File: src/hdl/bmp_g8_ram.sv
module bmp_g8_ram #(
  parameter int WIDTH = 8,
  parameter int DEPTH = 256
) (
  input  logic                     clk,
  input  logic                     wr_en,
  input  logic [$clog2(DEPTH)-1:0] wr_addr,
  input  logic [WIDTH-1:0]         wr_data,
  input  logic                     rd_en,
  input  logic [$clog2(DEPTH)-1:0] rd_addr,
  output logic [WIDTH-1:0]         rd_data
);

  logic [WIDTH-1:0] mem [DEPTH];

  always_ff @(posedge clk) begin
    if (wr_en) begin
      mem[wr_addr] <= wr_data;
    end
    if (rd_en) begin
      rd_data <= mem[rd_addr];
    end
  end

endmodule

File: config.mk
export PLATFORM = sky130hd
export DESIGN_NAME = bmp_g8_ram
export DESIGN_NICKNAME = d
export VERILOG_FILES = /design/src/hdl/bmp_g8_ram.sv
export SDC_FILE = /design/constraint.sdc
export NUM_CORES = 2
export LEC_CHECK = 0
export ABC_AREA = 1
export BUFFER_PORTS_ARGS = -buffer_cell sky130_fd_sc_hd__buf_2
export CAP_MARGIN = 5
export CORE_UTILIZATION = 35
export CTS_CLUSTER_DIAMETER = 100
export DETAILED_ROUTE_END_ITERATION = 16
export PLACE_DENSITY_LB_ADDON = 0.15
export SETUP_SLACK_MARGIN = 0.4
export SLEW_MARGIN = 20
export SYNTH_ARGS = -nofsm -noshare
export SYNTH_HDL_FRONTEND = slang
export SYNTH_SLANG_ARGS = --single-unit
export TNS_END_PERCENT = 1
File: constraint.sdc
create_clock -name clk -period 2.2 [get_ports clk]
set_input_delay 0.11 -clock clk [delete_from_list [all_inputs] [get_ports clk]]
set_output_delay 0.11 -clock clk [all_outputs]
set_load 0.03 [all_outputs]
## After elaboration in Yosys (flattened, before gate mapping)

Memory sizes are Yosys's and may differ from the RTL's. A register that Yosys moved wholly into a read port is not among the register bits.
Cells that the tools add are included.

- Mux-type cells: 2

Operators with widths:

| cell | number |
|---|---|
| $mux 1 | 2 |

- Bits in registers: 0
- Bits in writable memories: 2048
- Input bits: 27
- Word-level logic and storage cells: 3
- Memories: 1

Memory list:

| memory | words | bits a word | rd ports | clocked after memory_dff | wr ports | line | RTL |
|---|---|---|---|---|---|---|---|
| mem | 256 | 8 | 1 | 1 | 1 | 14 | `logic [WIDTH-1:0] mem [DEPTH];` |

## Depth between registers and ports, before layout

- Depth after elaboration: 2
- Mapped depth: 15
- Depth with buffers taken out: 11

## Worst setup path before layout

OpenSTA, ideal clock, no wires.

- Path type: input to register
- From: in wr_en
- To: mem mem[162][0], enable pin
- Library setup time: 370 ps
- Data arrival time: 1231 ps
- Required time: 1830 ps
- Path slack: 599 ps
- Stages: 4
- Cells stage by stage: clkbuf_1 nand3_1 clkbuf_1 nor2_1

- Word-level cells in the longest chain between the ends: 2

Ends and longest elaborated chain:

| item | line | RTL |
|---|---|---|
| start: declaration | 6 | `input logic wr_en,` |
| $mux 1 | 17 | `if (wr_en) begin` |
| $mux 1 (implied by the code) | 18 | `mem[wr_addr] <= wr_data;` |
| end: declaration | 14 |  |

Every way passes these cells.

## Final worst setup path

- From: reg rd_data[0] (read register of mem)
- To: out rd_data[0]

RTL lines:

| item | line | RTL |
|---|---|---|
| start: declaration | 11 | `output logic [WIDTH-1:0] rd_data` |

No word-level cell between the ends.

==> metrics.md <==
| Metric | Value |
|---|---|
| Status | `complete, no violations` |
| Max Fclk | `0.5317 GHz` |
| HP Start | `rd_addr[6]` |
| Register-to-register setup slack | `0.33 ns` |
| Overall routing resource usage | `0.2182` |
| Worst r2r path cells | `10` |
| Hold Path End | `rd_data[4]` |
| CP Data Arrival Time | `roughly 1.8 ns` |
| Initial Utilization | `0.3536` |
| Startpoint type of the worst setup path | `register` |
| Slew headroom | `0.3170` |
| Post-Syn Area | `83,480 um^2` |
| Share of cells above drive strength 1 | `0.1464` |
| First drt pass iteration count | `5` |
| CTS buffer count | `about 220` |
| Fin worst setup slack | `0.3193 ns` |
| Unrepaired setup endpoints after global routing | `yes` |
| Starting DRC count in detailed routing | `5,430` |
| Design area | `99,700 um^2` |
| FF-to-FF End | `rd_data[0]` |
| Worst-path cell chain | `buf_6` |
| Crit path kind | `reg -> out` |
| Final ANT Viol Nets | `0` |
| CTS tree | `yes` |
| Final setup viols | `0` |
| Area Overhead vs Synth | `19.44%` |
| Area fraction of the dominant cell type after synthesis | `0.7396` |
| Post-Synth XOR/XNOR Area | `0` |
| Pleak | `~35 nW` |
| Hold Crit Class | `in -> reg` |
| CTS root buf | `clkbuf_16` |
| Core Util, Final | `0.4223` |
| Ys Warns | `0` |
| Yosys reg bits | `2,056` |
| Combinational family with the most area after synthesis | `simple AND/OR/NAND/NOR gates` |
| Hpwl dp | `between 150 and 200 mm` |
| Distinct cells, synth | `13` |
| Max-slew violations | `0` |
| Clock sinks | `between 2,000 and 2,500` |
| Clock skew | `0.04214 ns` |
| Clk_lat worst skew | `between 0.8 and 0.9 ns` |
| DRT Wirelength | `265.9 mm` |
| DRC Markers | `0` |
| Vias per cell | `between 5 and 6` |
| Bufs and invs on worst path | `1` |
| First-pass GRT wire length | `~390 mm` |
| Die area | `240,500 um^2` |
| Rows | `~180` |
| Post-Syn Area per Cell | `around 12 um^2` |
| CTS H-tree lvls | `4` |
| Setup TNS | `0 ns` |
| VDD IR-drop max | `between 0.8 and 0.9 mV` |
| Die width | `490.4 um` |
| Core ar. | `236,100 um^2` |
| Portion of netlist area occupied by mux cells | `0` |
| Synth area leaders | `edfxtp_1, nand3_1, nand2_1` |
| CP Data Required Time | `2.09 ns` |
| Via total after detailed routing | `roughly 56,000` |
| Mapped Nets | `about 7,000` |
| Filler cell count | `22,091` |
| Seq/Total Area, Yosys | `0.7396` |
| Number of global-route vias before repair | `54,711` |
| Reg area | `slightly above 60,000 um^2` |
| Launch point of the worst reg-to-reg path | `mem[185][0]` |
| Pre-CTS WS | `-0.5082 ns` |
| Hold depth | `5` |
| WL per Instance | `24.59 um` |
| Period utilization | `0.8548` |
| Grt ovf | `0` |
| Critical path's top delay family | `flip-flops` |
| # port buffers | `34` |
| Largest net degree at the start of global routing | `87` |
| P per Cell Area | `849.8 nW/um^2` |
| Critical Path Fanout Max | `1` |
| Nets | `roughly 7,500` |
| I/O Pins | `35` |
| Final worst path period need | `between 1.5 and 2 ns` |
| Slowest CP cell | `edfxtp_1` |
| Multi-input logic area | `between 15,000 and 20,000 um^2` |
| RePlAce Congestion | `0.8525` |
| Clock transition at the registers of the reported paths | `about 0.060 ns` |
| Cells after Synth | `7,003` |
| Initial antenna violation count | `9` |
| Adder-Cell Fraction of Synth Area | `0` |
| Worst Tran Pin Value | `around 1.0 ns` |
| Most area-hungry cell type in the Yosys netlist | `edfxtp_1` |
| Post-placement cell area | `92,270 um^2` |
| Post-Synth Simple-Gate Area | `0.2292` |
| Die Span Y | `a little under 500 um` |
| Critical Path Max Stage Delay | `about 0.71 ns` |
| MaxCap Viol Count | `0` |
| Post-synthesis compound-gate area fraction | `0` |
| Worst Setup SP | `rd_data[0]` |
| Final Hold Vio Count | `0` |
| CTS Buffer Depth | `3` |
| CP Capture Type | `output port` |
==> logic make-up after synthesis <==
| family | count (synthesis) |
|---|---|
| simple gates | 4425 |
| flops | 2056 |
| buf+inv | 522 |
==> sequential cells by signal (all words and copies together) (netlist names) <==
signal / count
mem: 2048
rd_data: 8
==> cells in the mapped netlist <==
cell,instances
nand3_1,2019
buf_4,46
inv_2,2
nand2_1,2123
edfxtp_1,2056
buf_1,40
buf_8,1
buf_6,16
inv_4,1
buf_2,268
inv_1,36
clkbuf_1,112
nor2_1,283
==> worst max-delay path by stage <==
stage / endpoint / cells after the start
2_1_floorplan: mem[162][0] / 4
3_3_place_gp: rd_data[2] / 13
3_5_place_dp: rd_data[2] / 13
4_1_cts: rd_data[7] / 1
5_1_grt: rd_data[0] / 1
6_report: rd_data[0] / 1
==> timing repair <==
item | in CTS | in global routing
setup buffers | 0 | 0
hold endpoints to repair | 1601 | 0
gates resized for setup | 28 | 67
hold buffers | 12 | 0
pin swaps | 0 | 9
setup endpoints to repair | 13 | 54
==> cell usage in the layout (no fill, tap or decap) <==
cell	instances
buf_12	137
buf_2	19
buf_4	561
buf_6	3
buf_8	11
bufinv_16	12
clkbuf_1	50
clkbuf_16	226
clkinv_1	58
clkinv_16	2
clkinv_2	34
clkinv_4	3
clkinv_8	3
clkinvlp_4	3
diode_2	4
dlygate4sd3_1	12
edfxtp_1	2056
inv_1	34
inv_16	3
inv_2	1
inv_4	1
inv_6	3
inv_8	2
nand2_1	2103
nand2_2	20
nand3_1	1942
nand3_2	67
nand3_4	10
nor2_1	283
==> through the flow <==
| step | instances | hold slack [ns] | power, mW |
|---|---|---|---|
| 3_3_place_gp | 10401 | 0.5222 | 50.03 |
| 4_1_cts | 10809 | 0.06008 | 85.43 |
| 5_1_grt | 10811 | 0.09692 | 87.28 |
| 3_5_place_dp | 10401 | 0.5279 | 50.02 |
| 2_1_floorplan | 7003 | 0.2089 | 46.75 |
| 6_report | 10813 | 0.1311 | 84.73 |
==> area by class of cell <==
cell class / count / share of cell area
flip-flops and latches: 2056 / 0.6192
repair buffers: 743 / 0.07390
inverters: 39 / 0.001807
multi-input cells: 4425 / 0.1971
well taps: 3150 / 0.03953
clock inverters: 120 / 0.009751
clock buffers: 276 / 0.05861
diodes: 4 / 0.0001004
==> routing by layer <==
layer / vias to the layer above / wire length (um) / global-route usage
met5: - / 0 / 0
met4: 0 / 6873 / 0.06066
met2: 1783 / 126800 / 0.3545
met3: 354 / 15290 / 0.02831
met1: 28296 / 117000 / 0.3063
li1: 25872 / - / -
==> power breakdown <==
group          total [mW]  internal (mW)  switching [mW]
Combinational        6.02           1.79            4.22
Clock                35.5           20.1            15.4
Sequential           43.3           43.2          0.0583
Total                84.7           65.1            19.7
Note: power is estimated with default switching activity, not from simulation.
