<file path="src/hdl/bmp_g8_pkg.sv">
package bmp_g8_pkg;

  localparam logic [1:0] KIND_PIXEL = 2'd0;
  localparam logic [1:0] KIND_DONE  = 2'd1;
  localparam logic [1:0] KIND_ERROR = 2'd2;

  localparam logic [3:0] ERR_FHDR_SHORT = 4'd0;
  localparam logic [3:0] ERR_SIGNATURE  = 4'd1;
  localparam logic [3:0] ERR_INFO_SHORT = 4'd2;
  localparam logic [3:0] ERR_BAD_INFO   = 4'd3;
  localparam logic [3:0] ERR_BITCOUNT   = 4'd4;
  localparam logic [3:0] ERR_PAL_SIZE   = 4'd5;
  localparam logic [3:0] ERR_PAL_SHORT  = 4'd6;
  localparam logic [3:0] ERR_PIXELS     = 4'd7;
  localparam logic [3:0] ERR_OFFSET     = 4'd8;
  localparam logic [3:0] ERR_SIZE       = 4'd9;

  localparam logic [31:0] HDR_LEN   = 32'd54;
  localparam logic [15:0] SIG_BM    = 16'h4D42;
  localparam logic [15:0] DPI_RESET = 16'd500;

  // floor(t / 10000) = (t * DPI_RECIP) >> DPI_SHIFT for t below 2^30
  localparam logic [30:0] DPI_RECIP = 31'd1759218605;
  localparam int          DPI_SHIFT = 44;
  localparam logic [40:0] DPI_MIN   = 41'd10000;
  localparam logic [40:0] DPI_SAT   = 41'd655360000;

  // floor(x / 3) = (x * 683) >> 11 for x below 1024
  localparam logic [9:0] THIRD_RECIP = 10'd683;

  typedef struct packed {
    logic [1:0]  kind;
    logic [23:0] pixel_index;
    logic [7:0]  gray;
    logic [12:0] image_width;
    logic [12:0] image_height;
    logic [15:0] resolution_dpi;
    logic [3:0]  error_code;
    logic        last_of_run;
  } result_t;

  function automatic result_t make_error(input logic [3:0] code);
    result_t r;
    r = '0;
    r.kind = KIND_ERROR;
    r.error_code = code;
    return r;
  endfunction

  function automatic result_t make_done(input logic [12:0] w, input logic [12:0] h,
                                        input logic [15:0] dpi);
    result_t r;
    r = '0;
    r.kind = KIND_DONE;
    r.image_width = w;
    r.image_height = h;
    r.resolution_dpi = dpi;
    return r;
  endfunction

  function automatic result_t make_pixel(input logic [23:0] idx, input logic [7:0] g);
    result_t r;
    r = '0;
    r.kind = KIND_PIXEL;
    r.pixel_index = idx;
    r.gray = g;
    return r;
  endfunction

endpackage

</file>
<file path="src/hdl/bmp_g8_outq.sv">
module bmp_g8_outq (
  input  logic                  clk,
  input  logic                  rst,
  input  logic [1:0]            push_n,
  input  bmp_g8_pkg::result_t   push0,
  input  bmp_g8_pkg::result_t   push1,
  output logic                  room2,
  output logic                  out_valid,
  input  logic                  out_ready,
  output bmp_g8_pkg::result_t   out_data
);

  bmp_g8_pkg::result_t entry [4];
  logic [1:0] wptr;
  logic [1:0] rptr;
  logic [2:0] count;
  logic       pop;

  assign pop       = out_valid && out_ready;
  assign out_valid = count != 3'd0;
  assign out_data  = entry[rptr];
  assign room2     = count <= 3'd2;

  always_ff @(posedge clk) begin
    if (push_n != 2'd0) begin
      entry[wptr] <= push0;
    end
    if (push_n == 2'd2) begin
      entry[wptr + 2'd1] <= push1;
    end
    if (rst) begin
      wptr  <= '0;
      rptr  <= '0;
      count <= '0;
    end else begin
      wptr  <= wptr + push_n;
      rptr  <= rptr + {1'b0, pop};
      count <= count + {1'b0, push_n} - {2'b0, pop};
    end
  end

endmodule

</file>
<file path="config.mk">
export PLATFORM = sky130hd
export DESIGN_NAME = bmp_g8_outq
export DESIGN_NICKNAME = d
export VERILOG_FILES = /design/src/hdl/bmp_g8_pkg.sv /design/src/hdl/bmp_g8_outq.sv
export SDC_FILE = /design/constraint.sdc
export NUM_CORES = 1
export LEC_CHECK = 0
export BUFFER_PORTS_ARGS = -buffer_cell sky130_fd_sc_hd__buf_2
export CAP_MARGIN = 30
export CORE_MARGIN = 2
export CORE_UTILIZATION = 50
export CTS_CLUSTER_DIAMETER = 150
export CTS_CLUSTER_SIZE = 28
export DETAILED_ROUTE_END_ITERATION = 6
export PLACE_DENSITY = 0.69
export SYNTH_ARGS = -nofsm -noshare
export SYNTH_HDL_FRONTEND = slang
export SYNTH_SLANG_ARGS = --single-unit
</file>
<file path="constraint.sdc">
create_clock -name clk -period 10.8 [get_ports clk]
set_input_delay 1.08 -clock clk [delete_from_list [all_inputs] [get_ports clk]]
set_output_delay 1.08 -clock clk [all_outputs]
set_load 0.02 [all_outputs]
</file>
After elaboration in Yosys (flattened, before gate mapping)
Memory sizes are Yosys's and may differ from the RTL's. A register that Yosys moved wholly into a read port is not among the register bits.
Index checks and enable logic that the tools add are counted.
Storage, ports and cells
  word-level logic and storage cells: 19
  register bits: 7
  memories: 1
  RAM bits: 324
  input port bits: 167
Memory list
  entry: depth 4, width 81, rd ports 1, clocked after memory_dff 1, write ports 2, line bmp_g8_outq.sv:13  | bmp_g8_pkg::result_t entry [4];
Cells by class
  eq/ne operators: 1
  $add $sub $neg: 5
  magnitude comparators: 1
  reduce and logical (&&, ||, !) cells: 3
  muxes and demuxes: 5
Operators with widths (number)
  $mux 1: 4
  $add 3x2->3: 1
  $le 3x2->1 const B: 1
  $reduce_bool 3->1: 1
  $sub 3x1->3: 1
  $add 2x1->2: 1
  $add 2x1->2 const B: 1
  $add 2x2->2: 1
  $eq 2x2->1 const B: 1
  $mux 2: 1
  $reduce_bool 2->1: 1
  $logic_and 1x1->1: 1

Logic depth before layout (Yosys ltp)
Gate-level depths: netlist (run 1).
  depth after elaboration: 4
  depth in mapped cells: 7

Worst setup path after synthesis (run 1)
OpenSTA, ideal clock, no wires.
  kind: input port to flip-flop
  start: in push_n[1]
  end: mem entry[0][0] in the netlist's numbering (enable)
  stages: 3
  required time: 10168 ps
  data arrival time: 6999 ps
  buffers on the path: 1
  slack: 3169 ps
  path through: buf_2 -> o21bai_1 -> o21ai_0
RTL lines
  start, declared: line bmp_g8_outq.sv:4  | input logic [1:0] push_n,
  end, declared: line bmp_g8_outq.sv:13

==> results of run 1 <==
==> report_power, final <==
part | leakage (nW) | switching, mW | total, mW | internal [mW]
Sequential | 3.10 | 0.0486 | 1.62 | 1.57
Combinational | 3.46 | 0.492 | 0.908 | 0.416
Clock | 0.196 | 0.383 | 0.649 | 0.266
==> synthesized netlist by cell type <==
| cell type | number |
|---|---|
| a21oi_1 | 1 |
| and4bb_1 | 2 |
| buf_1 | 4 |
| buf_12 | 8 |
| buf_2 | 8 |
| buf_4 | 6 |
| buf_6 | 27 |
| clkbuf_1 | 3 |
| dfxtp_1 | 7 |
| edfxtp_1 | 324 |
| fa_1 | 1 |
| ha_1 | 3 |
| inv_1 | 4 |
| mux2_1 | 79 |
| mux2_2 | 78 |
| mux2_4 | 169 |
| mux2i_1 | 2 |
| mux4_2 | 81 |
| nand4b_1 | 1 |
| nor2_1 | 8 |
| nor2b_1 | 4 |
| nor4b_2 | 1 |
| o21ai_0 | 1 |
| o21bai_1 | 2 |
| o311ai_0 | 1 |
| o31ai_1 | 1 |
| or3_1 | 1 |
| xnor3_1 | 1 |
| xor3_1 | 1 |
==> sequential cells by signal, indices dropped and copies added (netlist names) <==
register / cells
wptr: 2
rptr: 2
entry: 324
count: 3
==> layer usage <==
layer / part of all wire, % / vias up / global-route usage, %
met1: 41 / 4394 / 25.65
met2: 51 / 223 / 35.26
met5: 0.32 / - / 0
met3: 6.5 / 44 / 4.230
li1: - / 3848 / -
met4: 1.6 / 16 / 3.907
==> worst min-delay path, stage by stage, from the launching register on <==
cell	delay, ns
dfxtp_4	0.44
nor2_1	0.12
mux2_2	0.14
==> logic make-up (layout without fill, tap and decap cells) <==
group,count (synthesis),count (layout)
mux,409,409
flops,331,331
buf+inv,60,296
simple gates,17,17
compound gates,6,6
fa+ha+maj,4,4
xor+xnor,2,2
other cells,0,7
==> worst paths after layout <==
check	from	to	slack [ns]	cells after the start
worst max-delay path	rptr[0]$_SDFF_PP0_	out_data[37]	6.80	4
worst min-delay path	rptr[0]$_SDFF_PP0_	rptr[0]$_SDFF_PP0_	0.72	2
worst max register to register	wptr[1]$_SDFF_PP0_	entry[2][34]$_DFFE_PP_	7.78	4
worst min register to register	rptr[0]$_SDFF_PP0_	rptr[0]$_SDFF_PP0_	0.72	2
==> cell type report <==
class / instances / area share [%]
Timing Repair Buffer: 267 / 7.771
Sequential cell: 331 / 52.52
Tap cell: 448 / 2.981
Inverter: 4 / 0.07983
Multi-Input combinational cell: 438 / 34.34
Clock inverter: 1 / 0.03992
Antenna cell: 7 / 0.09314
Clock buffer: 24 / 2.176
==> stage by stage <==
step,hold WS (ns),util (%)
6_report,0.7209,56.37
5_1_grt,0.7699,56.35
4_1_cts,0.7223,56.23
3_5_place_dp,0.7051,54.98
3_3_place_gp,0.6898,54.74
2_1_floorplan,0.6525,-
==> results.md, run 1 <==
- Result of the run: finished clean
- Area used by multi-input combinational logic: 0.006459 mm²
- Final TNS setup: 0 ns
- Number of filler cells placed in the layout: 2648
- Number of clock sinks seen by CTS: 331
- Area used by sequential logic in the layout: 0.009877 mm²
- Slew at the pin closest to its max-slew limit: 0.9931 ns
- Cell area after layout: 0.01881 mm²
- Final setup margin: 6.805 ns
- Main area contributors after synthesis: edfxtp_1 (58%), mux2_4 (15%), mux4_2 (11%), mux2_1 (5.3%), mux2_2 (5.2%)
- Count of H-tree levels built during CTS: 1
- Floorplan core area: 0.03336 mm²
- Setup-failing EPs final: 0
- Data required time at the worst endpoint: 9.72 ns
- Largest delay contributor family on the critical path: buffers and inverters
- Mux share of post-synthesis cell area: 36.46%
- Wire length reported by the detailed router: 35280 µm
- Fmax: 250.3 MHz
- Post-layout min period: 3.995 ns
- Number of library cell types mapped by synthesis: 29
- I/O pin cnt: 250
- Initial antenna violation count: 12
- Maximum number of pins on one net before global-route repair: 55
- Category of the worst setup path launch point: register
- CTS clk-pin slew, worst paths: 0.11 ns
- Critical path's slowest cell: buf_4
- Summed instance area of the synthesized netlist: 0.01686 mm²
- Port Buffers: 249
- Largest area contributor in the synthesized netlist: edfxtp_1
- DRC violations left: 0
- Number of nets with antenna violations after detailed routing: 0
- Fin nets: 1228
- 1st-iter DRT viols: 473
- CP Class: reg -> out
- Xor and xnor fraction of the mapped netlist area: 0.2745%
- Area growth from synthesis to final layout: 11.51%
- Kind of end point of the critical path: output port
- Root buffer selected by CTS: clkbuf_16
- 1st-pass router iterations: 4
- Post-Syn Nets: 1000
- Placement Cell Area: 0.01835 mm²
- Number of global-route vias before repair: 9104
- Cell count after placement: 1487
- Synthesized-area fraction occupied by ao, oa, aoi and oai cells: 0.2448%
- Max Root-Sink Buffers: 3
- Final Max Slew Viols: 0
- Die Span Y: 187.7 µm
- Placed wire-length estimate: 21610 µm
- Overflow left after global routing: 0
- Worst setup slack before clock tree synthesis: 6.903 ns
- Portion of the post-synthesis area used by sequential elements: 58.52%
- Unrepaired setup endpoints after global routing: no
- Std-Cell Rows: 67
- Synth Instances: 829
- Routed via count divided by cell count: 5.609
- CTS Hold Bufs: 0
- Crit-path cells: buf_16, buf_4, mux4_2, buf_2
- Post-CTS repair timing setup buffer count: 0
- First-pass GRT wire length: 53520 µm
- Warning count from the yosys run: 0
- Arrival time at the worst endpoint: 2.92 ns
- Adder-Cell Fraction of Synth Area: 0.3413%
- Tot Pwr: 3.181 mW
- Global placer's final weighted congestion: 0.7242
- Post-synth top area share: 57.69%
- Hold Fails Final Rpt: 0
- Overall via count from detail_route: 8525
- Number of max-capacitance violations reported: 0
- Final Cycle Share: 36.99%
- Mean area per synthesized cell: 20.34 µm²
- Relative slew margins: 33.79%
- Resize count post-CTS: 0
- Filler-free cell count of the finished design: 1520
- Initial cell density of the core: 50.55%
- Min-Delay Path Class: reg -> reg
- Drt wl/cell: 23.21 µm
- Static leakage: 6.755 nW
- TritonCTS clock tree: done
- Die extent in x: 187.7 µm
- Maximum fanout along the worst path: 38
- Post-route clock skew: 0.009746 ns
- Max rail drop VDD: 111.6 µV
- TritonCTS buffer count: 15
- Synth Register Bits: 331
- Most common library cell in the layout ignoring fill and taps: edfxtp_1
- Share of post-route cells with drive strength above 1: 58.22%
- Overall Global Routing Usage: 19.98%
- Critical Path Max Stage Delay: 0.72 ns
- Power per standard cell area: 169.1 mW/mm²
- Share of synthesized cell area in and, or, nand and nor gates: 0.6529%
- Main combinational cell family by area after synthesis: multiplexers
- Most frequent cells in the layout: edfxtp_1 (324), buf_2 (249), mux2_4 (169)
- Crit path buf inv count: 3
- Source-to-sink clock delay at the later pin of the worst-skew pair: 0.50 ns
- Die area: 0.03521 mm²
Note: power is estimated with default switching activity, not from simulation.
==> run 2: changes to the inputs <==
--- a/config.mk
+++ b/config.mk
@@ -12,7 +12,7 @@
 export CTS_CLUSTER_DIAMETER = 150
 export CTS_CLUSTER_SIZE = 28
 export DETAILED_ROUTE_END_ITERATION = 6
-export PLACE_DENSITY = 0.69
+export PLACE_DENSITY = 0.72
 export SYNTH_ARGS = -nofsm -noshare
 export SYNTH_HDL_FRONTEND = slang
 export SYNTH_SLANG_ARGS = --single-unit
==> constraint.sdc (replaced) <==
create_clock -name clk -period 3.3 [get_ports clk]
set_input_delay 0.33 -clock clk [delete_from_list [all_inputs] [get_ports clk]]
set_output_delay 0.33 -clock clk [all_outputs]
set_load 0.02 [all_outputs]
==> run 2 against run 1 <==
Against the previous run: critical path depth shrank 1; register-to-register slack worse by 6.7 ns; first-iteration DRC count up 22%; via count up 0.65%; worst hold slack got worse by 0.63 ns; routed wire length increased by 1.3%; clock-buffer cell count stayed put; cell count hardly changed.
==> results.md, run 2 (synthesized netlist as in run 1, its figures left out) <==
- Result of the run: finished clean
- Most frequent cells in the layout: edfxtp_1 (324), buf_2 (249), mux2_4 (169)
- Number of filler cells placed in the layout: 2650 (+0.076%)
- Relative slew margins: 56.49% (+23 points)
- Final TNS setup: 0 ns (unchanged)
- Floorplan core area: 0.03336 mm² (unchanged)
- Overall via count from detail_route: 8580 (+0.65%)
- Fin nets: 1227 (-0.081%)
- Static leakage: 6.767 nW (+0.18%)
- Power per standard cell area: 552.5 mW/mm² (+230%)
- Largest registers: entry (324), count (3)
- Data required time at the worst endpoint: 2.97 ns (-6.75 ns)
- CP Class: reg -> out
- Initial antenna violation count: 12 (unchanged)
- Most common library cell in the layout ignoring fill and taps: edfxtp_1
- Overall Global Routing Usage: 20.22% (+0.24 points)
- Flip-flop count of the largest register, all copies and words added: 324 (unchanged)
- Overflow left after global routing: 0 (unchanged)
- Final core utilization: 56.57% (+0.20 points)
- Global placer's final weighted congestion: 0.7199 (-0.59%)
- Fraction of power consumed by the clock network: 20.5% (about the same)
- Post-layout min period: 2.767 ns
- Count of H-tree levels built during CTS: 1 (unchanged)
- Wire length reported by the detailed router: 35750 µm (+1.3%)
- Relative contribution of combinational cells to total power: 28.1% (-0.5 points)
- Placement Cell Area: 0.01844 mm² (+0.49%)
- Initial cell density of the core: 50.55% (unchanged)
- Min-Delay Path Class: in -> reg
- Switching portion of total power: 29.04% (about the same)
- Share of post-route cells with drive strength above 1: 58.18% (about the same)
- Number of nets with antenna violations after detailed routing: 0 (unchanged)
- Internal power of the cells: 7.400 mW (+230%)
- Number of clock sinks seen by CTS: 331 (unchanged)
- Max rail drop VDD: 371.1 µV (+230%)
- CTS clk-pin slew, worst paths: 0.11 ns (about the same)
- TritonCTS buffer count: 15 (unchanged)
- Source-to-sink clock delay at the later pin of the worst-skew pair: 0.51 ns (about the same)
- Die Span Y: 187.7 µm (unchanged)
- CTS Hold Bufs: 0 (unchanged)
- Part of the total power dissipated in sequential elements: 51.4% (+0.4 points)
- Setup-failing EPs final: 0 (unchanged)
- Final Max Slew Viols: 0 (unchanged)
- First-pass GRT wire length: 54420 µm (+1.7%)
- Maximum fanout along the worst path: 25 (-34%)
- Std-Cell Rows: 67 (unchanged)
- I/O pin cnt: 250 (unchanged)
- Cell area after layout: 0.01887 mm² (+0.36%)
- Area growth from synthesis to final layout: 11.92%
- Resize count post-CTS: 0 (unchanged)
- Post-route clock skew: 0.01262 ns (+0.002873 ns)
- TritonCTS clock tree: done
- Slew at the pin closest to its max-slew limit: 0.6526 ns (-0.3405 ns)
- Unrepaired setup endpoints after global routing: no
- Number of global-route vias before repair: 9178 (+0.81%)
- Port Buffers: 249 (unchanged)
- Arrival time at the worst endpoint: 2.44 ns (-0.48 ns)
- Placed wire-length estimate: 20790 µm (-3.8%)
- Category of the worst setup path launch point: register
- Hold Fails Final Rpt: 0 (unchanged)
- Routed via count divided by cell count: 5.641 (+0.58%)
- Top reg by flops: entry
- Fmax: 361.4 MHz
- Final Cycle Share: 83.85%
- Root buffer selected by CTS: clkbuf_16
- 1st-iter DRT viols: 578 (+22%)
- Kind of end point of the critical path: output port
- Die area: 0.03521 mm² (unchanged)
- Drt wl/cell: 23.50 µm (+1.3%)
- Post-CTS repair timing setup buffer count: 0 (unchanged)
- Maximum number of pins on one net before global-route repair: 82 (+49%)
- Net load switching power: 3.028 mW (+230%)
- Number of max-capacitance violations reported: 0 (unchanged)
- Die extent in x: 187.7 µm (unchanged)
- 1st-pass router iterations: 4 (unchanged)
- Max Root-Sink Buffers: 3 (unchanged)
- DRC violations left: 0 (unchanged)
run 2: power groups by stage:
stage	clock, mW	combinational (mW)	sequential, mW
after floorplan	0	2.14	5.36
after global placement	0	2.96	5.46
after detailed placement	0	2.98	5.47
after CTS	2.20	2.99	5.38
after global routing	2.34	3.12	5.42
final	2.13	2.93	5.36
run 2: worst paths after layout:
check	cells past startpoint	start	slack [ns]	to
max reg2reg	3	wptr[1]$_SDFF_PP0_	1.04	entry[2][78]$_DFFE_PP_
min reg2reg	2	count[2]$_SDFF_PP0_	0.71	count[2]$_SDFF_PP0_
min	2	rst	0.09	count[1]$_SDFF_PP0_
max	3	rptr[0]$_SDFF_PP0_	0.53	out_data[51]
run 2: layout make-up:
| class | instances | area (µm²) | share of cell area [%] |
|---|---|---|---|
| flip-flops and latches | 331 | 9877 | 52.33 |
| well taps | 448 | 560.5 | 2.970 |
| clock buffers | 24 | 409.1 | 2.168 |
| inverters | 4 | 15.01 | 0.07955 |
| multi-input cells | 438 | 6459 | 34.22 |
| diodes | 9 | 22.52 | 0.1193 |
| repair buffers | 266 | 1524 | 8.074 |
| clock inverters | 1 | 7.507 | 0.03977 |
run 2: critical path: stages, from the launching register on:
cell	delay, ns
dfxtp_4	0.74
buf_4	0.43
mux4_2	0.56
buf_2	0.18
run 2: stage by stage:
step                std cells  setup WS (ns)  hold slack, ns  power (mW)
floorplan                 829         -1.178          0.5309       7.493
global placement         1487          1.022          0.6297       8.418
detailed placement       1487          1.021          0.6378       8.450
CTS                      1512         0.4442         0.07041       10.57
global route             1515         0.3613          0.1008       10.88
finish                   1521         0.5329         0.09268       10.43
run 2: per-layer routing:
metal  GRT usage (%)  part of all wire [%]  wire [µm]
met5               0                  0.11         41
met4           4.028                   1.7        605
met3           4.548                   6.3       2256
met2           35.31                    50      17850
met1           26.07                    42      15000
