`src/hdl/bmp_g8_pkg.sv`:
```
package bmp_g8_pkg;

  localparam logic [1:0] KIND_PIXEL = 2'd0;
  localparam logic [1:0] KIND_DONE  = 2'd1;
  localparam logic [1:0] KIND_ERROR = 2'd2;

  localparam logic [3:0] ERR_FHDR_SHORT = 4'd0;
  localparam logic [3:0] ERR_SIGNATURE  = 4'd1;
  localparam logic [3:0] ERR_INFO_SHORT = 4'd2;
  localparam logic [3:0] ERR_BAD_INFO   = 4'd3;
  localparam logic [3:0] ERR_BITCOUNT   = 4'd4;
  localparam logic [3:0] ERR_PAL_SIZE   = 4'd5;
  localparam logic [3:0] ERR_PAL_SHORT  = 4'd6;
  localparam logic [3:0] ERR_PIXELS     = 4'd7;
  localparam logic [3:0] ERR_OFFSET     = 4'd8;
  localparam logic [3:0] ERR_SIZE       = 4'd9;

  localparam logic [31:0] HDR_LEN   = 32'd54;
  localparam logic [15:0] SIG_BM    = 16'h4D42;
  localparam logic [15:0] DPI_RESET = 16'd500;

  // floor(t / 10000) = (t * DPI_RECIP) >> DPI_SHIFT for t below 2^30
  localparam logic [30:0] DPI_RECIP = 31'd1759218605;
  localparam int          DPI_SHIFT = 44;
  localparam logic [40:0] DPI_MIN   = 41'd10000;
  localparam logic [40:0] DPI_SAT   = 41'd655360000;

  // floor(x / 3) = (x * 683) >> 11 for x below 1024
  localparam logic [9:0] THIRD_RECIP = 10'd683;

  typedef struct packed {
    logic [1:0]  kind;
    logic [23:0] pixel_index;
    logic [7:0]  gray;
    logic [12:0] image_width;
    logic [12:0] image_height;
    logic [15:0] resolution_dpi;
    logic [3:0]  error_code;
    logic        last_of_run;
  } result_t;

  function automatic result_t make_error(input logic [3:0] code);
    result_t r;
    r = '0;
    r.kind = KIND_ERROR;
    r.error_code = code;
    return r;
  endfunction

  function automatic result_t make_done(input logic [12:0] w, input logic [12:0] h,
                                        input logic [15:0] dpi);
    result_t r;
    r = '0;
    r.kind = KIND_DONE;
    r.image_width = w;
    r.image_height = h;
    r.resolution_dpi = dpi;
    return r;
  endfunction

  function automatic result_t make_pixel(input logic [23:0] idx, input logic [7:0] g);
    result_t r;
    r = '0;
    r.kind = KIND_PIXEL;
    r.pixel_index = idx;
    r.gray = g;
    return r;
  endfunction

endpackage

```
`src/hdl/bmp_g8_dpi.sv`:
```
module bmp_g8_dpi (
  input  logic        clk,
  input  logic [31:0] x_ppm,
  input  logic [31:0] y_ppm,
  input  logic [15:0] default_dpi,
  output logic [15:0] dpi
);

  logic signed [32:0] sum;
  logic signed [40:0] tval;
  logic               pos;
  logic               sat;
  logic [60:0]        prod;

  // round((X+Y) * 0.0254 / 2) as (s*127 + 5000) / 10000, one step per register
  always_ff @(posedge clk) begin
    sum  <= $signed({x_ppm[31], x_ppm}) + $signed({y_ppm[31], y_ppm});
    tval <= ($signed({{8{sum[32]}}, sum}) <<< 7) - $signed({{8{sum[32]}}, sum})
            + $signed(41'd5000);
    pos  <= tval >= $signed(bmp_g8_pkg::DPI_MIN);
    sat  <= tval >= $signed(bmp_g8_pkg::DPI_SAT);
    prod <= {31'd0, tval[29:0]} * {30'd0, bmp_g8_pkg::DPI_RECIP};
  end

  always_comb begin
    if (!pos) begin
      dpi = default_dpi;
    end else if (sat) begin
      dpi = 16'hFFFF;
    end else begin
      dpi = prod[bmp_g8_pkg::DPI_SHIFT+15:bmp_g8_pkg::DPI_SHIFT];
    end
  end

endmodule

```
`config.mk`:
```
export PLATFORM = sky130hd
export DESIGN_NAME = bmp_g8_dpi
export DESIGN_NICKNAME = d
export VERILOG_FILES = /design/src/hdl/bmp_g8_pkg.sv /design/src/hdl/bmp_g8_dpi.sv
export SDC_FILE = /design/constraint.sdc
export NUM_CORES = 1
export LEC_CHECK = 0
export ABC_CLOCK_PERIOD_IN_PS = 7200
export BUFFER_PORTS_ARGS = -buffer_cell sky130_fd_sc_hd__buf_2
export CORE_MARGIN = 1.5
export CORE_UTILIZATION = 45
export DETAILED_ROUTE_END_ITERATION = 10
export GPL_TIMING_DRIVEN = 0
export MAX_ROUTING_LAYER = met4
export PLACE_DENSITY = 0.63
export REMOVE_ABC_BUFFERS = 1
export SLEW_MARGIN = 10
export SYNTH_ARGS = -nofsm -noshare
export SYNTH_HDL_FRONTEND = slang
export SYNTH_SLANG_ARGS = --single-unit
```
`constraint.sdc`:
```
create_clock -name clk -period 7.2 [get_ports clk]
set_input_delay 0.36 -clock clk [delete_from_list [all_inputs] [get_ports clk]]
set_output_delay 0.36 -clock clk [all_outputs]
set_load 0.03 [all_outputs]
```
Word level (Yosys, flattened, before mapping)
Cells that the tools add are included.
Widths: inputs -> output; s select.
{"block": "word_totals", "wordCells": 13, "output_inout_bits": 16, "register_bits": 136}
{"block": "op_classes", "n_mux": 2, "order_cmp": 2, "n_addsub": 3, "n_mul": 1}
{"operator": "$mul 30x31->60 const B", "n": 1}
{"operator": "$add 41x14->41 const B", "n": 1}
{"operator": "$ge 41x15->1 const B", "n": 1}
{"operator": "$ge 41x31->1 const B", "n": 1}
{"operator": "$sub 40x33->41", "n": 1}
{"operator": "$add 32x32->33", "n": 1}
{"operator": "$mux 16", "n": 2}

Longest topological paths before layout
Gate-level depths: netlist of the first run.
{"block": "logic_depth", "ltp_word": 2, "ltp_mapped": 27, "mapped_depth_nobuf": 27}

Worst setup path after synthesis of the first run
Ideal clock, no wire load.
{"block": "synth_timing", "path_kind": "register to register", "from": "register tval[13]", "to": "register prod[56]", "path_buffers": 0, "period_less_slack_ns": 6.814, "path_stages_with_launch": 24, "setup_slack_ns": 0.386, "arrival_ns": 6.696, "required_time_ns": 7.082, "path_cell_list": "dfxtp_1 -> inv_1 -> ha_1 -> inv_1 -> fa_1 -> fa_1 -> fa_1 -> inv_1 -> fa_1 -> fa_1 -> fa_1 -> inv_1 -> fa_1 -> inv_1 -> ha_1 -> nand4_1 -> nor3_1 -> o2111ai_1 -> a311oi_1 -> o21ai_0 -> a31oi_1 -> a21o_1 -> a21oi_1 -> xnor2_1"}
{"block": "synth_between", "elab_chain_cells": 1}
{"element": "start, declared", "line_no": "bmp_g8_dpi.sv:10", "text": "logic signed [40:0] tval;"}
{"element": "start signal, assigned", "line_no": "bmp_g8_dpi.sv:18", "text": "tval <= ($signed({{8{sum[32]}}, sum}) <<< 7) - $signed({{8{sum[32]}}, sum})"}
{"element": "$mul 30x31->60", "line_no": "bmp_g8_dpi.sv:22", "text": "prod <= {31'd0, tval[29:0]} * {30'd0, bmp_g8_pkg::DPI_RECIP};"}
{"element": "end signal, assigned", "line_no": "bmp_g8_dpi.sv:22"}
{"element": "end, declared", "line_no": "bmp_g8_dpi.sv:13", "text": "logic [60:0] prod;"}
No other way between the ends.

Final worst setup path of the first run
{"block": "layout_timing", "from": "register tval[22]", "to": "register prod[56]"}
The elaborated chain is that of the path after synthesis.

==> impl_results.rst, run 1 <==
.. list-table::
   :header-rows: 1

   * - Metric
     - Value
   * - Maximum level of the CTS H-tree
     - 3
   * - Gp weighted congestion
     - 0.995
   * - Mapped Avg Cell Area
     - 9.77 um2
   * - Setup-violating endpoint count in the final report
     - 0
   * - Critical setup path kind
     - register to register
   * - Total clock sinks
     - 92
   * - Routed wire length
     - 65,500 um
   * - Die boundary height
     - 228 um
   * - Fin Setup TNS
     - 0 ps
   * - Distinct cell type count of the synthesized netlist
     - 71
   * - Wire length of the first global-routing pass
     - 97,200 um
   * - Netlist Area Pre-Place
     - 22,700 um2
   * - Initial antenna violation count
     - 0
   * - Post-synth top flop
     - dfxtp_1
   * - Data arrival time at the worst-slack endpoint
     - 7280 ps
   * - Standard cell area after detailed placement
     - 24,000 um2
   * - Worst reg2reg path endpoint
     - prod[56]
   * - Final critical-path required period
     - 7020 ps
   * - Area taken by flip-flops and latches
     - 1940 um2
   * - Vias per std cell
     - 5.15
   * - Post-synthesis to final-layout area growth
     - 11.4%
   * - Post-Place Worst Slack
     - -1370 ps
   * - Worst Reg-to-Reg Cells
     - 25
   * - CP max stage cell
     - fa_1
   * - Maximum clock insertion buffer count
     - 2
   * - Horizontal die dimension
     - 228 um
   * - 1st-iter DRT viols
     - 977
   * - Slew headroom
     - 0.417
   * - Number of nets with antenna violations after routing
     - 0
   * - Required @ worst endpoint
     - 7460 ps
   * - Number of buffers created by CTS
     - 9
   * - Critical Path Max Stage Delay
     - 570 ps
   * - Slew at the pin closest to its max-slew limit
     - 874 ps
   * - Router iterations before antenna repair
     - 5
   * - Critical R2R Launch
     - tval[22]
   * - Rows
     - 82
   * - Core area
     - 50,000 um2
   * - Run status
     - complete, no violations
   * - Buffers added on ports
     - 96
   * - Global routing usage summed across all routing layers
     - 0.268
   * - Yosys synthesis warning count
     - 0
   * - Gate Count Post-Synth
     - 2,322
   * - Fin crit share
     - 0.975
   * - Antenna diode instance count
     - 0
   * - FF-to-FF setup slack
     - 180 ps
   * - Number of ports placed on the die boundary
     - 97
   * - Post-synthesis async set-or-reset flop share
     - 0
   * - Fraction of the yosys area taken by sequential cells
     - 0.0812
   * - Final layout net count
     - 3,414
   * - DP HPWL
     - 58,300 um
   * - Die Footprint
     - 51,800 um2
   * - Post-route DRC
     - 0
   * - Count of vias placed by the detailed router
     - 16,185
   * - Max Cap Violations
     - 0
   * - Max frequency
     - 142 MHz
   * - Root Driver
     - clkbuf_16
   * - CP endpoint
     - prod[56]
   * - Startpoint of the worst setup timing path
     - tval[22]
   * - Total overflow reported by the global router
     - 0
   * - Number of enable flip-flop cells after synthesis
     - 0
   * - Capturing element type of the critical path
     - register
   * - Effective utilization at floorplan
     - 0.454
   * - Clock tree from TritonCTS
     - yes
   * - Final Skew
     - 36.4 ps
   * - Latest clock arrival within the worst-skew pair
     - 400 ps
   * - Most common cell on crit path
     - fa_1
   * - Post-route worst setup slack
     - 180 ps
   * - Combined area of the multi-input logic cells
     - 18,800 um2
   * - Clock transition at path regs
     - 70 ps
   * - Final-report hold violation count
     - 0
   * - Layout cell share with drive strength beyond 1
     - 0.124
   * - Area of all placed cells without fillers
     - 25,300 um2
   * - CP startpoint kind
     - register
   * - Largest net degree at the start of global routing
     - 19
   * - Largest fanout of any net on the critical path
     - 7
   * - Number of global-route vias before repair
     - 16,384
   * - WL/cell
     - 20.8 um
   * - Number of register bits inferred by synthesis
     - 92
   * - Fill cell instance count of the final layout
     - 4,724
   * - Number of pins with negative max-slew slack in the final report
     - 0
   * - RSZ-0062 raised after global routing
     - true
   * - Class of the tightest hold or removal check
     - input pin to register
cells by family after synthesis:
family          count (synthesis)  synth area share
compound gates                346             0.105
xor+xnor                       80            0.0309
fa+ha+maj                     865             0.613
buf+inv                       680             0.113
flops                          92            0.0812
mux                             1          0.000441
simple gates                  258            0.0568
area by class of cell:
type	count	area share
clock buffer	11	0.00960
clock inverter	5	0.00351
inverter	664	0.100
multi-input combinational	1550	0.741
sequential	92	0.0766
timing repair buffer	151	0.0355
tap	672	0.0332
metrics by stage:
step | util | hold slack [ps] | std cells
final | 0.506 | 211 | 3145
after global routing | 0.506 | 212 | 3145
after CTS | 0.492 | 196 | 3098
after detailed placement | 0.479 | 339 | 3074
after global placement | 0.479 | 339 | 3074
after floorplan | - | 331 | 2306
synthesized netlist by cell type (5+ instances only):
| cell type | count | area (um2) |
|---|---|---|
| o21ai_0 | 40 | 200 |
| o31ai_1 | 7 | 52.6 |
| o21bai_1 | 14 | 105 |
| nor2b_1 | 8 | 50.1 |
| and2_1 | 6 | 37.5 |
| ha_1 | 454 | 5680 |
| dfxtp_1 | 92 | 1840 |
| nand2b_1 | 9 | 56.3 |
| a211oi_1 | 11 | 82.6 |
| inv_1 | 664 | 2490 |
| clkbuf_1 | 14 | 52.6 |
| a21oi_1 | 105 | 526 |
| o21ai_2 | 6 | 52.6 |
| fa_1 | 411 | 8230 |
| nand4_1 | 25 | 156 |
| nand3_1 | 24 | 120 |
| a2111oi_0 | 5 | 43.8 |
| o21a_1 | 16 | 120 |
| nor3_1 | 23 | 115 |
| or2_2 | 8 | 50.1 |
| and3_1 | 16 | 100 |
| nand2_1 | 64 | 240 |
| xnor2_1 | 52 | 455 |
| o22a_1 | 15 | 131 |
| a31oi_1 | 7 | 43.8 |
| o211ai_1 | 7 | 52.6 |
| o2111ai_1 | 5 | 43.8 |
| a21o_1 | 57 | 428 |
| nor2_1 | 54 | 203 |
| nor4_1 | 9 | 56.3 |
| xor2_1 | 28 | 245 |
sequential cells by signal (all words and copies together) (netlist names):
name  count
tval     41
pos       1
sum      33
prod     16
sat       1
routing by layer:
| layer | vias to the layer above | share of wire | global-route usage |
|---|---|---|---|
| met2 | 394 | 0.46 | 0.411 |
| met3 | 47 | 0.049 | 0.0401 |
| met5 | - | 0 | - |
| met1 | 8060 | 0.47 | 0.375 |
| li1 | 7684 | - | - |
| met4 | 0 | 0.021 | 0.0587 |
critical path: cells and delay by family (launching register included):
kind	cells	cell delay [ps]
compound gates	6	840
xor+xnor	1	120
fa+ha+maj	9	4200
buf+inv	7	760
flops	1	480
simple gates	2	480
worst min path at each step:
stage                         end     start  slack [ps]  cells after the start
after CTS                  sum[0]  y_ppm[0]         200                      2
after global routing       sum[0]  y_ppm[0]         210                      2
after detailed placement  tval[0]    sum[0]         340                      0
after floorplan           tval[0]    sum[0]         330                      0
after global placement    tval[0]    sum[0]         340                      0
final                      sum[0]  y_ppm[0]         210                      2
placed cells by master, fill, tap and decap left out, drive strengths merged, types with 5 or more instances in the layout:
cell type	netlist	routed
a2111oi	7	7
o31ai	7	7
inv	664	657
nor3	23	23
xor2	28	28
fa	411	411
clkinvlp	0	10
a21o	57	57
o211ai	7	7
a21boi	5	5
a21oi	105	105
o2111ai	5	5
o22a	15	15
buf	2	151
a31oi	7	7
or2	8	8
nor2	55	55
o311ai	5	5
and3	16	16
o21a	17	17
nor4	9	9
dfxtp	92	92
o21bai	15	15
o21ai	47	47
nand2b	9	9
clkbuf	14	11
a211oi	12	12
and2	6	6
nand3	24	24
xnor2	52	52
nor2b	8	8
nand4	25	25
nand2	64	64
ha	454	454
what timing repair did:
action,4_1_cts,5_1_grt
hold buffers,0,0
pin swaps,3,20
gates resized for setup,79,81
buffers inserted,8,47
endpoints found under the setup margin,16,12
Power of run 1 is left out: the tool's default activity adds up to more than one toggle a clock period on the data nets, which glitch-free logic cannot reach.
==> run 2, diff against run 1 <==
==> constraint.sdc (replaced) <==
create_clock -name clk -period 7.2 [get_ports clk]
set_input_delay 0 -clock clk [delete_from_list [all_inputs] [get_ports clk]]
set_output_delay 0 -clock clk [all_outputs]
set_load 0.03 [all_outputs]
==> run 2 against run 1 <==
Sequential share of layout area hardly changed. Via count down 0.29%. Clock-buffer cell count unchanged. Core utilization is 0.16 points higher. Non-clock buffer count up 8.
==> impl_results.rst, run 2 (same netlist as run 1, synthesis figures left out) <==
.. list-table::
   :header-rows: 1

   * - Metric
     - Value
   * - Fraction of the core area covered by cells at the end of the flow
     - 0.508
   * - Minimum hold slack
     - 14.0 ps
   * - Largest registers
     - tval: 41 flops, sum: 33 flops, prod: 16 flops
   * - Worst reg2reg path endpoint
     - prod[56]
   * - Fill cell instance count of the final layout
     - 4,719
   * - Critical R2R Launch
     - tval[19]
   * - Final-report hold violation count
     - 0
   * - Horizontal die dimension
     - 228 um
   * - Total clock sinks
     - 92
   * - Number of buffers created by CTS
     - 9
   * - Final Skew
     - 31.2 ps
   * - Largest net degree at the start of global routing
     - 19
   * - Total overflow reported by the global router
     - 0
   * - Antenna diode instance count
     - 0
   * - Maximum level of the CTS H-tree
     - 3
   * - WL/cell
     - 20.8 um
   * - Fin Setup TNS
     - 0 ps
   * - 1st-iter DRT viols
     - 969
   * - Run status
     - complete, no violations
   * - Setup-violating endpoint count in the final report
     - 0
   * - Class of the tightest hold or removal check
     - input pin to register
   * - Max frequency
     - 143 MHz
   * - Vias per std cell
     - 5.12
   * - Wire length on met2
     - 29,900 um
   * - Layout cell share with drive strength beyond 1
     - 0.124
   * - Gp weighted congestion
     - 0.995
   * - Clock tree from TritonCTS
     - yes
   * - Root Driver
     - clkbuf_16
   * - Max Cap Violations
     - 0
   * - Data arrival time at the worst-slack endpoint
     - 7270 ps
   * - Standard cell area after detailed placement
     - 24,000 um2
   * - Wire length of the first global-routing pass
     - 97,300 um
   * - DP HPWL
     - 58,300 um
   * - FF-to-FF setup slack
     - 190 ps
   * - Startpoint of the most critical hold path
     - y_ppm[19]
   * - Slew headroom
     - 0.412
   * - Count of cells along the worst hold path
     - 3
   * - Combined area of the multi-input logic cells
     - 18,800 um2
   * - Effective utilization at floorplan
     - 0.454
   * - Clock transition at path regs
     - 70 ps
   * - Number of global-route vias before repair
     - 16,407
   * - Register with the most flip-flops
     - tval
   * - Routed wire length
     - 65,600 um
   * - Most frequent cells in the layout
     - 652 x inv_1, 413 x ha_1, 406 x fa_1
   * - Final layout net count
     - 3,422
   * - Latest clock arrival within the worst-skew pair
     - 400 ps
   * - Wl on met1
     - 31,000 um
   * - Maximum clock insertion buffer count
     - 2
   * - Die Footprint
     - 51,800 um2
   * - Worst-case hold path end point
     - sum[19]
   * - Required @ worst endpoint
     - 7460 ps
   * - Number of pins with negative max-slew slack in the final report
     - 0
   * - Post-route DRC
     - 0
   * - Post-synthesis to final-layout area growth
     - 11.8%
   * - Area of all placed cells without fillers
     - 25,400 um2
   * - Count of vias placed by the detailed router
     - 16,138
   * - Initial antenna violation count
     - 0
   * - Routed met3 length
     - 3380 um
   * - Slew at the pin closest to its max-slew limit
     - 881 ps
   * - Die boundary height
     - 228 um
   * - Buffers added on ports
     - 96
   * - Router iterations before antenna repair
     - 5
   * - Final critical-path required period
     - 7010 ps
   * - Flip-flop count of the largest register after layout
     - 41
   * - DR top layer
     - met4
   * - Most frequent standard cell in the layout excluding fill and tap cells
     - inv_1
   * - Number of nets with antenna violations after routing
     - 0
   * - Capturing element type of the critical path
     - register
   * - Critical setup path kind
     - register to register
   * - Worst Reg-to-Reg Cells
     - 25
   * - Fin crit share
     - 0.973
   * - Number of ports placed on the die boundary
     - 97
   * - Global routing usage summed across all routing layers
     - 0.268
   * - Largest fanout of any net on the critical path
     - 7
   * - Core area
     - 50,000 um2
   * - Area taken by flip-flops and latches
     - 1940 um2
   * - CP startpoint kind
     - register
   * - Rows
     - 82
   * - RSZ-0062 raised after global routing
     - true
   * - Startpoint of the worst setup timing path
     - tval[19]
## run 2: worst max path at each step
stage	slack [ps]	depth (start not counted)	end
6_report	190	25	prod[56]
5_1_grt	-20	23	prod[51]
4_1_cts	-40	24	prod[56]
3_5_place_dp	-1370	23	prod[56]
3_3_place_gp	-1450	23	prod[56]
2_1_floorplan	390	23	prod[56]
## run 2: layout make-up
| type | count | area share |
|---|---|---|
| clock buffers | 11 | 0.00957 |
| clock inverters | 5 | 0.00350 |
| inverters | 664 | 0.0998 |
| multi-input cells | 1550 | 0.739 |
| flip-flops and latches | 92 | 0.0764 |
| well taps | 672 | 0.0331 |
| repair buffers | 159 | 0.0385 |
## run 2: layer usage
metal,GRT usage,vias up
li1,-,7699
met1,0.375,8003
met2,0.411,393
met3,0.0401,43
met4,0.0587,0
met5,-,-
## run 2: repair_timing
action	4_1_cts	5_1_grt
endpoints found under the setup margin	16	12
pin swaps	3	20
hold buffers	8	0
gates resized for setup	79	81
setup buffers	8	47
endpoints found under the hold margin	6	0
gates cloned	0	0
## run 2: worst max-delay path: stages, from the launching register on
cell	delay, ps
dfxtp_4	440
clkinvlp_4	150
ha_2	430
inv_1	120
fa_1	510
inv_1	110
fa_1	520
inv_1	60
fa_1	540
inv_1	60
fa_1	470
inv_1	50
fa_1	480
inv_1	50
fa_1	450
ha_1	290
ha_1	300
nand2_1	90
o21a_1	220
o21ai_0	410
a21oi_2	180
o32a_1	400
a31oi_2	190
a21o_1	180
a21oi_1	80
xnor2_1	120
## run 2: per-stage QoR
step | std cells | worst slack (ps)
after floorplan | 2306 | 386
after global placement | 3074 | -1450
after detailed placement | 3074 | -1370
after CTS | 3106 | -37.0
after global routing | 3153 | -19.2
final | 3153 | 193
Power of run 2 is left out for the same reason.
